**src/rtl/pta_pkg.sv**
```systemverilog
package pta_pkg;

  // pipeline depth, one register stage per step of the datapath
  localparam int NumStages = 5;

  // channel and blend constants
  localparam int ChW           = 8;
  localparam int ChMax         = 255;
  localparam int AlphaTintMin  = 230;
  localparam int MidLevel      = 128;
  localparam int Percent       = 100;
  localparam int SatNum        = 45;
  localparam int SatShift      = 7;
  localparam int StrengthBase  = 55;
  localparam int CeilNum       = 65;
  localparam int BlendShift    = 8;

  // x / 100 as (x * Recip100) >> Recip100Shift, exact for x below 2**15
  localparam int Recip100      = 5243;
  localparam int Recip100Shift = 19;

  // strength and ceiling for a saturation of zero
  localparam int QRst = 55;
  localparam int MRst = 284;

  localparam int QW = 7;
  localparam int MW = 9;

  typedef enum logic [1:0] {
    RegTintRed   = 2'd0,
    RegTintGreen = 2'd1,
    RegTintBlue  = 2'd2,
    RegTintSat   = 2'd3
  } cfg_reg_e;

  // settings handed from the register block to the channel pipes
  typedef struct packed {
    logic [2:0][ChW-1:0] tint;
    logic [QW-1:0]       q;
    logic [MW-1:0]       m;
  } cfg_t;

endpackage

```
**src/rtl/pta_cfg.sv**
```systemverilog
module pta_cfg (
  input  logic                     clk_i,
  input  logic                     rst_ni,
  input  logic                     cfg_we_i,
  input  logic [1:0]               cfg_addr_i,
  input  logic [pta_pkg::ChW-1:0]  cfg_wdata_i,
  output pta_pkg::cfg_t            cfg_o
);

  logic [2:0][pta_pkg::ChW-1:0] tint_q, tint_d;
  logic [pta_pkg::QW-1:0]       q_q, q_d;
  logic [pta_pkg::MW-1:0]       m_q, m_d;

  logic [13:0]            sat_prod;
  logic [7:0]             q_sum;
  logic [pta_pkg::QW-1:0] q_new;
  logic [pta_pkg::QW-1:0] q_gap;
  logic [11:0]            ceil_prod;
  logic [24:0]            ceil_div;
  logic [pta_pkg::MW-1:0] m_new;

  // strength and ceiling derived from the written saturation
  assign sat_prod  = 14'(cfg_wdata_i) * 14'(pta_pkg::SatNum);
  assign q_sum     = 8'(sat_prod >> pta_pkg::SatShift) + 8'(pta_pkg::StrengthBase);
  assign q_new     = (q_sum > 8'(pta_pkg::Percent)) ? pta_pkg::QW'(pta_pkg::Percent)
                                                    : q_sum[pta_pkg::QW-1:0];
  assign q_gap     = pta_pkg::QW'(pta_pkg::Percent) - q_new;
  assign ceil_prod = 12'(pta_pkg::CeilNum) * 12'(q_gap);
  assign ceil_div  = 25'(ceil_prod) * 25'(pta_pkg::Recip100);
  assign m_new     = pta_pkg::MW'(pta_pkg::ChMax)
                   + pta_pkg::MW'(ceil_div >> pta_pkg::Recip100Shift);

  // register write decode
  always_comb begin
    tint_d = tint_q;
    q_d    = q_q;
    m_d    = m_q;
    if (cfg_we_i) begin
      unique case (pta_pkg::cfg_reg_e'(cfg_addr_i))
        pta_pkg::RegTintRed:   tint_d[0] = cfg_wdata_i;
        pta_pkg::RegTintGreen: tint_d[1] = cfg_wdata_i;
        pta_pkg::RegTintBlue:  tint_d[2] = cfg_wdata_i;
        pta_pkg::RegTintSat: begin
          q_d = q_new;
          m_d = m_new;
        end
        default: ;
      endcase
    end
  end

  always_ff @(posedge clk_i or negedge rst_ni) begin
    if (!rst_ni) begin
      tint_q <= '0;
      q_q    <= pta_pkg::QW'(pta_pkg::QRst);
      m_q    <= pta_pkg::MW'(pta_pkg::MRst);
    end else begin
      tint_q <= tint_d;
      q_q    <= q_d;
      m_q    <= m_d;
    end
  end

  assign cfg_o.tint = tint_q;
  assign cfg_o.q    = q_q;
  assign cfg_o.m    = m_q;

endmodule

```
**src/rtl/pta_ctrl.sv**
```systemverilog
module pta_ctrl (
  input  logic                          clk_i,
  input  logic                          rst_ni,
  input  logic                          in_valid_i,
  output logic                          in_ready_o,
  output logic                          out_valid_o,
  input  logic                          out_ready_i,
  output logic [pta_pkg::NumStages-1:0] en_o
);

  localparam int N = pta_pkg::NumStages;

  logic [N-1:0] valid_q, valid_d;
  logic [N-1:0] en;

  // a stage loads when it is empty or its word moves on
  always_comb begin
    en[N-1] = !valid_q[N-1] || out_ready_i;
    for (int k = N - 2; k >= 0; k--) begin
      en[k] = !valid_q[k] || en[k+1];
    end
  end

  // valid bits travel with the data
  always_comb begin
    valid_d[0] = en[0] ? in_valid_i : valid_q[0];
    for (int k = 1; k < N; k++) begin
      valid_d[k] = en[k] ? valid_q[k-1] : valid_q[k];
    end
  end

  always_ff @(posedge clk_i or negedge rst_ni) begin
    if (!rst_ni) begin
      valid_q <= '0;
    end else begin
      valid_q <= valid_d;
    end
  end

  assign in_ready_o  = en[0];
  assign out_valid_o = valid_q[N-1];
  assign en_o        = en;

endmodule

```
**src/rtl/pta_chan.sv**
```systemverilog
module pta_chan (
  input  logic                          clk_i,
  input  logic [pta_pkg::NumStages-1:0] en_i,
  input  logic [pta_pkg::ChW-1:0]       tint_i,
  input  logic [pta_pkg::QW-1:0]        q_i,
  input  logic [pta_pkg::MW-1:0]        m_i,
  input  logic [pta_pkg::ChW-1:0]       pix_i,
  input  logic [pta_pkg::ChW-1:0]       back_i,
  input  logic [pta_pkg::ChW-1:0]       alpha_i,
  output logic [pta_pkg::ChW-1:0]       out_o
);

  // stage 0: tint offset clamped to 0..m
  logic signed [10:0]           raw;
  logic [pta_pkg::MW-1:0]       v_d, v0_q;
  logic [pta_pkg::ChW-1:0]      c0_q, b0_q, a0_q;

  assign raw = $signed({3'b000, tint_i}) + $signed({3'b000, pix_i})
             - 11'(pta_pkg::MidLevel);

  always_comb begin
    if (raw < 11'sd0) begin
      v_d = '0;
    end else if (raw > $signed({2'b00, m_i})) begin
      v_d = m_i;
    end else begin
      v_d = raw[pta_pkg::MW-1:0];
    end
  end

  always_ff @(posedge clk_i) begin
    if (en_i[0]) begin
      v0_q <= v_d;
      c0_q <= pix_i;
      b0_q <= back_i;
      a0_q <= alpha_i;
    end
  end

  // stage 1: weighted sum q*v + (100-q)*c
  logic [pta_pkg::QW-1:0]  q_gap;
  logic [14:0]             sum_d, sum1_q;
  logic [pta_pkg::ChW-1:0] c1_q, b1_q, a1_q;

  assign q_gap = pta_pkg::QW'(pta_pkg::Percent) - q_i;
  assign sum_d = 15'(15'(q_i) * 15'(v0_q)) + 15'(15'(q_gap) * 15'(c0_q));

  always_ff @(posedge clk_i) begin
    if (en_i[1]) begin
      sum1_q <= sum_d;
      c1_q   <= c0_q;
      b1_q   <= b0_q;
      a1_q   <= a0_q;
    end
  end

  // stage 2: divide by 100 through the reciprocal
  logic [27:0]             prod_d, prod2_q;
  logic [pta_pkg::ChW-1:0] c2_q, b2_q, a2_q;

  assign prod_d = 28'(sum1_q) * 28'(pta_pkg::Recip100);

  always_ff @(posedge clk_i) begin
    if (en_i[2]) begin
      prod2_q <= prod_d;
      c2_q    <= c1_q;
      b2_q    <= b1_q;
      a2_q    <= a1_q;
    end
  end

  // stage 3: clamp, bypass for low alpha, scale the difference by alpha
  logic [8:0]              f_div;
  logic [pta_pkg::ChW-1:0] f_tint, f_sel;
  logic signed [9:0]       diff;
  logic signed [19:0]      p_d, p3_q;
  logic [pta_pkg::ChW-1:0] b3_q;

  assign f_div  = prod2_q[27:pta_pkg::Recip100Shift];
  assign f_tint = (f_div > 9'(pta_pkg::ChMax)) ? pta_pkg::ChW'(pta_pkg::ChMax)
                                                : f_div[pta_pkg::ChW-1:0];
  assign f_sel  = (a2_q >= pta_pkg::ChW'(pta_pkg::AlphaTintMin)) ? f_tint : c2_q;
  assign diff   = $signed({2'b00, f_sel}) - $signed({2'b00, b2_q});
  assign p_d    = 20'(diff) * $signed({12'h000, a2_q});

  always_ff @(posedge clk_i) begin
    if (en_i[3]) begin
      p3_q <= p_d;
      b3_q <= b2_q;
    end
  end

  // stage 4: floor shift and add back, output register
  logic signed [19:0]      delta;
  logic [pta_pkg::ChW-1:0] out_d, out_q;

  assign delta = p3_q >>> pta_pkg::BlendShift;
  assign out_d = b3_q + delta[pta_pkg::ChW-1:0];

  always_ff @(posedge clk_i) begin
    if (en_i[4]) begin
      out_q <= out_d;
    end
  end

  assign out_o = out_q;

endmodule

```
**src/rtl/pixel_tint_alpha_blend.sv**
```systemverilog
// Tints a source pixel toward a programmed color and composites it over a
// background pixel. Takes one word per clock and returns one word per clock
// while m_axis_tready is high; each word passes through the pipeline stages
// (offset clamp, weighted sum, divide by 100, alpha scale, add back) and waits
// longer only while m_axis_tready is held low. Ready chains back through the
// stage valid bits, so empty stages fill even while the output stalls. Register
// writes take effect at the next clock edge and should only happen while no word is in flight.
module pixel_tint_alpha_blend (
  input  logic        clk_i,
  input  logic        rst_ni,

  // register write port
  input  logic        cfg_we_i,
  input  logic [1:0]  cfg_addr_i,
  input  logic [7:0]  cfg_wdata_i,

  // input words
  input  logic        s_axis_tvalid,
  output logic        s_axis_tready,
  // pixel_red, pixel_green, pixel_blue, pixel_alpha,
  // back_red, back_green, back_blue, back_alpha
  input  logic [63:0] s_axis_tdata,

  // output words
  output logic        m_axis_tvalid,
  input  logic        m_axis_tready,
  // out_red, out_green, out_blue, out_alpha
  output logic [31:0] m_axis_tdata
);

  localparam int N = pta_pkg::NumStages;

  pta_pkg::cfg_t          cfg;
  logic [N-1:0]           en;
  logic [2:0][7:0]        chan_out;
  logic [N-1:0][7:0]      back_alpha_q;

  pta_cfg u_cfg (
    .clk_i       (clk_i),
    .rst_ni      (rst_ni),
    .cfg_we_i    (cfg_we_i),
    .cfg_addr_i  (cfg_addr_i),
    .cfg_wdata_i (cfg_wdata_i),
    .cfg_o       (cfg)
  );

  pta_ctrl u_ctrl (
    .clk_i       (clk_i),
    .rst_ni      (rst_ni),
    .in_valid_i  (s_axis_tvalid),
    .in_ready_o  (s_axis_tready),
    .out_valid_o (m_axis_tvalid),
    .out_ready_i (m_axis_tready),
    .en_o        (en)
  );

  // one pipe per color channel
  for (genvar g = 0; g < 3; g++) begin : g_chan
    pta_chan u_chan (
      .clk_i   (clk_i),
      .en_i    (en),
      .tint_i  (cfg.tint[g]),
      .q_i     (cfg.q),
      .m_i     (cfg.m),
      .pix_i   (s_axis_tdata[8*g +: 8]),
      .back_i  (s_axis_tdata[32 + 8*g +: 8]),
      .alpha_i (s_axis_tdata[31:24]),
      .out_o   (chan_out[g])
    );
  end

  // background alpha rides along unchanged
  always_ff @(posedge clk_i) begin
    if (en[0]) begin
      back_alpha_q[0] <= s_axis_tdata[63:56];
    end
    for (int k = 1; k < N; k++) begin
      if (en[k]) begin
        back_alpha_q[k] <= back_alpha_q[k-1];
      end
    end
  end

  assign m_axis_tdata = {back_alpha_q[N-1], chan_out[2], chan_out[1], chan_out[0]};

endmodule

```
**config.mk**
```make
export PLATFORM = sky130hd
export DESIGN_NAME = pixel_tint_alpha_blend
export DESIGN_NICKNAME = d
export VERILOG_FILES = /design/src/rtl/pta_pkg.sv /design/src/rtl/pta_cfg.sv /design/src/rtl/pta_ctrl.sv /design/src/rtl/pta_chan.sv /design/src/rtl/pixel_tint_alpha_blend.sv
export SDC_FILE = /design/constraint.sdc
export NUM_CORES = 2
export LEC_CHECK = 0
export ABC_AREA = 0
export BUFFER_PORTS_ARGS = -buffer_cell sky130_fd_sc_hd__buf_2
export CORE_ASPECT_RATIO = 1.25
export CORE_MARGIN = 1.5
export CORE_UTILIZATION = 55
export CTS_CLUSTER_DIAMETER = 150
export DETAILED_ROUTE_END_ITERATION = 16
export GPL_ROUTABILITY_DRIVEN = 1
export GPL_TIMING_DRIVEN = 0
export PLACE_DENSITY = 0.74
export SYNTH_ARGS = -nofsm -noshare
export SYNTH_HDL_FRONTEND = slang
export SYNTH_SLANG_ARGS = --single-unit
```
**constraint.sdc**
```tcl
create_clock -name clk_i -period 8.65 [get_ports clk_i]
set_input_delay 0.4325 -clock clk_i [delete_from_list [all_inputs] [get_ports clk_i]]
set_output_delay 0.4325 -clock clk_i [all_outputs]
set_load 0.03 [all_outputs]
```
**Word-level counts from Yosys, hierarchy flattened**

Cells that the tools add are included.
W data, S select, Z words.

- Register bits after elaboration: 505
- Input port bits: 79
- Output and inout bits: 34
- Word-level logic and storage cells: 127

- Add/subtract/negate cells: 19
- Multipliers: 15
- $lt $le $gt $ge: 11
- Eq/ne operators: 3
- Multiplexer cells: 10
- Reductions and logical operators: 15

Operators with widths:

| kind | count |
|---|---|
| $mul A15 B13 Y28 const B | 3 |
| $mul A9 B9 Y16 | 3 |
| $mux W8 | 6 |
| $add A15 B15 Y15 | 3 |
| $mul A7 B8 Y15 | 3 |
| $mul A7 B9 Y15 | 3 |
| $gt A11 B10 Y1 | 3 |
| $lt A11 B1 Y1 const B | 3 |
| $sub A11 B9 Y11 const B | 3 |
| $add A8 B8 Y9 | 3 |
| $gt A9 B8 Y1 const B | 3 |
| $mux W9 | 3 |
| $sub A8 B8 Y9 | 3 |
| $mul A12 B13 Y25 const B | 1 |
| $add A8 B8 Y8 | 3 |
| $mul A8 B6 Y14 const B | 1 |
| $sub A7 B7 Y7 const A | 2 |
| $mul A7 B7 Y12 const A | 1 |
| $add A8 B6 Y9 const A | 1 |
| $add A7 B6 Y8 const B | 1 |
| $ge A8 B8 Y1 const B | 1 |
| $gt A8 B7 Y1 const B | 1 |
| $reduce_and A2 Y1 | 4 |
| $mux W7 | 1 |
| other kinds (5) | 14 |

**Depth between registers and ports, before layout**

- Word-level depth: 8
- Mapped depth: 56
- Depth with buffers taken out: 56

**By module**

Synthesis repeated with hierarchy kept, for this count alone.

- Cell total of the unflattened synthesis: 4945
- Area, all modules: 53134.7 um2

By module, submodules not included:

| module | instances | cells an instance | area each (um2) | sequential area each (um2) |
|---|---|---|---|---|
| pta_chan (g_chan[0].u_chan) | 1 | 1432 | 15354.7 | 3873.7 |
| pta_chan (g_chan[2].u_chan) | 1 | 1409 | 15242.1 | 3873.7 |
| pta_chan (g_chan[1].u_chan) | 1 | 1427 | 15154.5 | 3873.7 |
| pta_cfg | 1 | 611 | 5906.9 | 1012.2 |
| pixel_tint_alpha_blend | 1 | 48 | 1261.2 | 1201.2 |
| pta_ctrl | 1 | 18 | 215.2 | 125.1 |

**Least setup slack after synthesis**

No wires, ideal clock.

- Path kind: input-to-reg
- From: input cfg_wdata_i[4]
- To: register u_cfg.m_q[4] (netlist name)
- Setup time: 0.091 ns
- Data arrival time: 12.009 ns
- Data required time: 8.559 ns
- Path slack: -3.450 ns
- Stages: 50
- Buffers on the path: 0
- Cells stage by stage: ha_1 fa_1 fa_1 ha_1 nor2_1 a21oi_1 a21oi_1 xor2_1 ha_1 inv_1 or4_1 mux2i_1 a211oi_1 a21o_2 xnor2_1 o311a_1 or3b_4 nor2_1 (+14 left out) ha_1 inv_1 fa_1 fa_1 fa_1 fa_1 inv_1 ha_1 a2111oi_0 o211ai_1 a31oi_1 o31ai_1 a221o_1 and2_1 or2_2 nor4b_1 nor4_1 o21ai_0

- Longest elaborated chain between the ends: 8

Ends and longest elaborated chain:

| item | line | source |
|---|---|---|
| from (decl) | pixel_tint_alpha_blend.sv:15 | `input logic [7:0] cfg_wdata_i,` |
| $mul A8 B6 Y14 * | pta_cfg.sv:23 | `assign sat_prod = 14'(cfg_wdata_i) * 14'(pta_pkg::SatNum);` |
| $add A7 B6 Y8 * | pta_cfg.sv:24 | `assign q_sum = 8'(sat_prod >> pta_pkg::SatShift) + 8'(pta_pkg::StrengthBase);` |
| $gt A8 B7 Y1 | pta_cfg.sv:25 | `assign q_new = (q_sum > 8'(pta_pkg::Percent)) ? pta_pkg::QW'(pta_pkg::Percent)` |
| $mux W7 * | pta_cfg.sv:25 |  |
| $sub A7 B7 Y7 * | pta_cfg.sv:27 | `assign q_gap = pta_pkg::QW'(pta_pkg::Percent) - q_new;` |
| $mul A7 B7 Y12 * | pta_cfg.sv:28 | `assign ceil_prod = 12'(pta_pkg::CeilNum) * 12'(q_gap);` |
| $mul A12 B13 Y25 * | pta_cfg.sv:29 | `assign ceil_div = 25'(ceil_prod) * 25'(pta_pkg::Recip100);` |
| $add A8 B6 Y9 * | pta_cfg.sv:31 | `+ pta_pkg::MW'(ceil_div >> pta_pkg::Recip100Shift);` |
| to (signal assigned) | pta_cfg.sv:56 | `m_q <= pta_pkg::MW'(pta_pkg::MRst);` |
| to (signal assigned) | pta_cfg.sv:60 | `m_q <= m_d;` |
| to (decl) | pta_cfg.sv:12 | `logic [pta_pkg::MW-1:0] m_q, m_d;` |

Every way passes the cells marked *; elsewhere a longest branch is shown, timed or not.
A chain may end at the register's enable or synchronous reset.

**Worst setup path after layout**

- From: input cfg_wdata_i[1]
- To: register u_cfg.m_q[5] (netlist name)

The elaborated chain is that of the path after synthesis.

==> metrics.txt <==
run status finished, violations left; failing checks negative setup slack; drt wl/cell 17.6 um; starting density of the core 55.6%; Seq cells post-synth 424; root buffer cell clkbuf_16; routability cong. 0.929; syn avg cell area 10.7 um2; Area growth syn-to-layout 11.2%; Synth Net Count 6193; worst reg2reg setup slack 0.42 ns; cts bufs inserted 48; DRC 0; Post-synth EDFFs 379; slew margin rel. 20.7%; Fillers 7301; Die Wd 273 um; Max-Cap Viols 0; final setup vio count 9; Final period util 133%; f_max 0.0872 GHz; fraction of layout cells with a size suffix above 1 8.75%; first-pass GRT wire length 178 mm; Synth Cell Area 50000 um2; Worst Hold Launch s_axis_tdata[7]; critical path data arrival time 11.95 ns; largest net degree at the start of global routing 62; count of final hold-check violations 0; reg2reg end g_chan[0].u_chan.sum1_q[14]; CTS tree yes; Clock Path Buffers 3; Die H 340 um; Slew Viols, Final 0; max incr delay on CP 0.59 ns; post-route setup slack -2.81 ns; Synth area leaders fa_1, edfxtp_1, ha_1, inv_1, and2_1; GRT Util Overall 24.3%; wire length after detailed routing 108 mm; vias post-DR 32600; later-pin clock latency in the skew report 0.62 ns; detailed placement HPWL 88.8 mm; top_reg_cell synth edfxtp_1; reg2reg path depth 29; cell count after synthesis 4668; post-synth top area share 27.3%; DRT Pass-1 Iters 5; vias in the first global route 35800; Worst path most repeated cell ha_4; RSZ-0062 raised after global routing true; Num Clock Sinks 424; Post-Route Utilization 61.8%; launch point of the worst reg-to-reg path u_cfg.q_q[0]; CP max FO 5; hold depth 1; gr ovfl total 0; DRT antenna net count 0; Ports 113; Worst Hold Endpoint g_chan[0].u_chan.c0_q[7]; Worst Setup End Kind register; Async S/R FF share, synth 10.6%; sequential-to-total area share from yosys stat 25.0%; H-tree Lvls 2; DR iter-0 viols 1388; nets@finish 6468; crit path time final 11.46 ns; clock transition at the registers of the reported paths 0.06 ns; Worst EP required 9.13 ns; num rows 123; Crit Path Category input pin to register; warning count from the yosys run 0; vias per cell 5.29; initial antenna violation count 1; die area 92800 um2; Final Skew 0.0160 ns; slowest cell on the critical path fa_2; Port Buf Inserts 112; final hold slack 0.0276 ns; slew at the pin closest to its max-slew limit 1.19 ns; Yosys cell types 79; CP startpoint kind input pin; core area 90000 um2; post-synth top area cell fa_1; type of the worst min-delay path input pin to register
[worst max-delay path, delay by kind of cell]
kind	cells	cell delay, ns
fa+ha+maj	12	4.52
compound gates	16	2.72
simple gates	8	2.34
xor+xnor	5	0.92
buf+inv	8	0.85
mux	1	0.15
[synthesized netlist by cell type, types with 44 or more instances]
cell type  count
a21o_1        44
a21oi_1      145
ha_1         763
nor2b_1       76
nand2_1      293
o21ai_0       85
xnor2_1      143
xor2_1        55
clkbuf_1      73
fa_1         683
inv_1       1067
edfxtp_1     379
nor2_1       140
and2_1       294
[worst max path at each step]
stage,start,to,cells past startpoint
after floorplan,cfg_wdata_i[3],u_cfg.m_q[5],49
after global routing,cfg_wdata_i[4],u_cfg.m_q[5],56
after detailed placement,cfg_wdata_i[3],u_cfg.m_q[4],50
after global placement,cfg_wdata_i[3],u_cfg.m_q[4],50
after CTS,cfg_wdata_i[5],u_cfg.m_q[5],54
final,cfg_wdata_i[1],u_cfg.m_q[5],50
[per-stage QoR]
stage | setup TNS [ns] | instance area [um2] | std cells | setup WS [ns]
floorplan | -18.56 | 50400 | 4668 | -2.47
global placement | -173.01 | 52500 | 5967 | -4.13
detailed placement | -33.40 | 52700 | 5976 | -4.22
CTS | -20.72 | 55300 | 6150 | -2.67
global route | -26.36 | 55600 | 6169 | -3.29
finish | -22.25 | 55600 | 6169 | -2.81
[logic make-up after synthesis]
group / synth area share [%]
xor gates and xnor gates: 3.53
muxes: 0.650
adders and majority gates: 46.4
DFF: 25.0
and+or+nand+nor: 10.1
AOI/OAI and AO/OA: 5.48
buffers and inverters: 8.76
[metal layers]
layer	GRT usage, %	wire [um]	up-vias
li1	-	-	15400
met1	28.4	41700	16300
met2	45.0	57200	709
met3	2.45	4130	261
met4	10.6	5280	0
met5	0	0	-
[area by class of cell]
| class | count | area (um2) | area share [%] |
|---|---|---|---|
| multi-input cells | 3087 | 33900 | 60.9 |
| flip-flops and latches | 424 | 12500 | 22.5 |
| inverters | 1068 | 4010 | 7.22 |
| repair buffers | 228 | 1750 | 3.15 |
| well taps | 1187 | 1490 | 2.67 |
| clock buffers | 66 | 1330 | 2.39 |
| plain buffers | 86 | 373 | 0.670 |
| clock inverters | 22 | 268 | 0.481 |
| diodes | 1 | 2.50 | 0.00450 |
[placed cells by master, fill, tap and decap left out, types with 10 or more instances in the layout]
| master | count |
|---|---|
| and2_1 | 293 |
| nand2b_1 | 40 |
| fa_1 | 678 |
| nor2b_1 | 75 |
| clkbuf_16 | 50 |
| inv_2 | 10 |
| ha_1 | 740 |
| o31ai_1 | 10 |
| nor3_1 | 32 |
| a21o_1 | 44 |
| edfxtp_1 | 379 |
| nand4_1 | 12 |
| o21bai_1 | 37 |
| xnor2_1 | 136 |
| a21oi_1 | 136 |
| mux2_2 | 20 |
| dlygate4sd3_1 | 45 |
| dfrtp_1 | 36 |
| inv_1 | 1056 |
| and3_1 | 10 |
| nand3_1 | 16 |
| o21a_1 | 36 |
| buf_2 | 107 |
| clkbuf_1 | 78 |
| nor2_1 | 131 |
| o21ai_0 | 79 |
| nand2_1 | 289 |
| a211oi_1 | 13 |
| xor2_1 | 48 |
| ha_4 | 19 |
| buf_4 | 66 |
[registers in the layout (all words and copies together) (netlist names), 27 cells and up]
signal / count
g_chan.u_chan.prod2_q: 27
g_chan.u_chan.sum1_q: 45
g_chan.u_chan.v0_q: 27
back_alpha_q: 32
[repair_timing]
action                                 in CTS  in global routing
setup endpoints to repair                  18                 26
pin swaps                                  41                 44
setup buffers                              42                 22
endpoints found under the hold margin      45                  0
resized for setup                          51                 50
hold buffers                               45                  0
cloned                                      0                  0
Power is not shown: default switching activity piles up to over one toggle a cycle in this logic, so the estimate is an artifact.
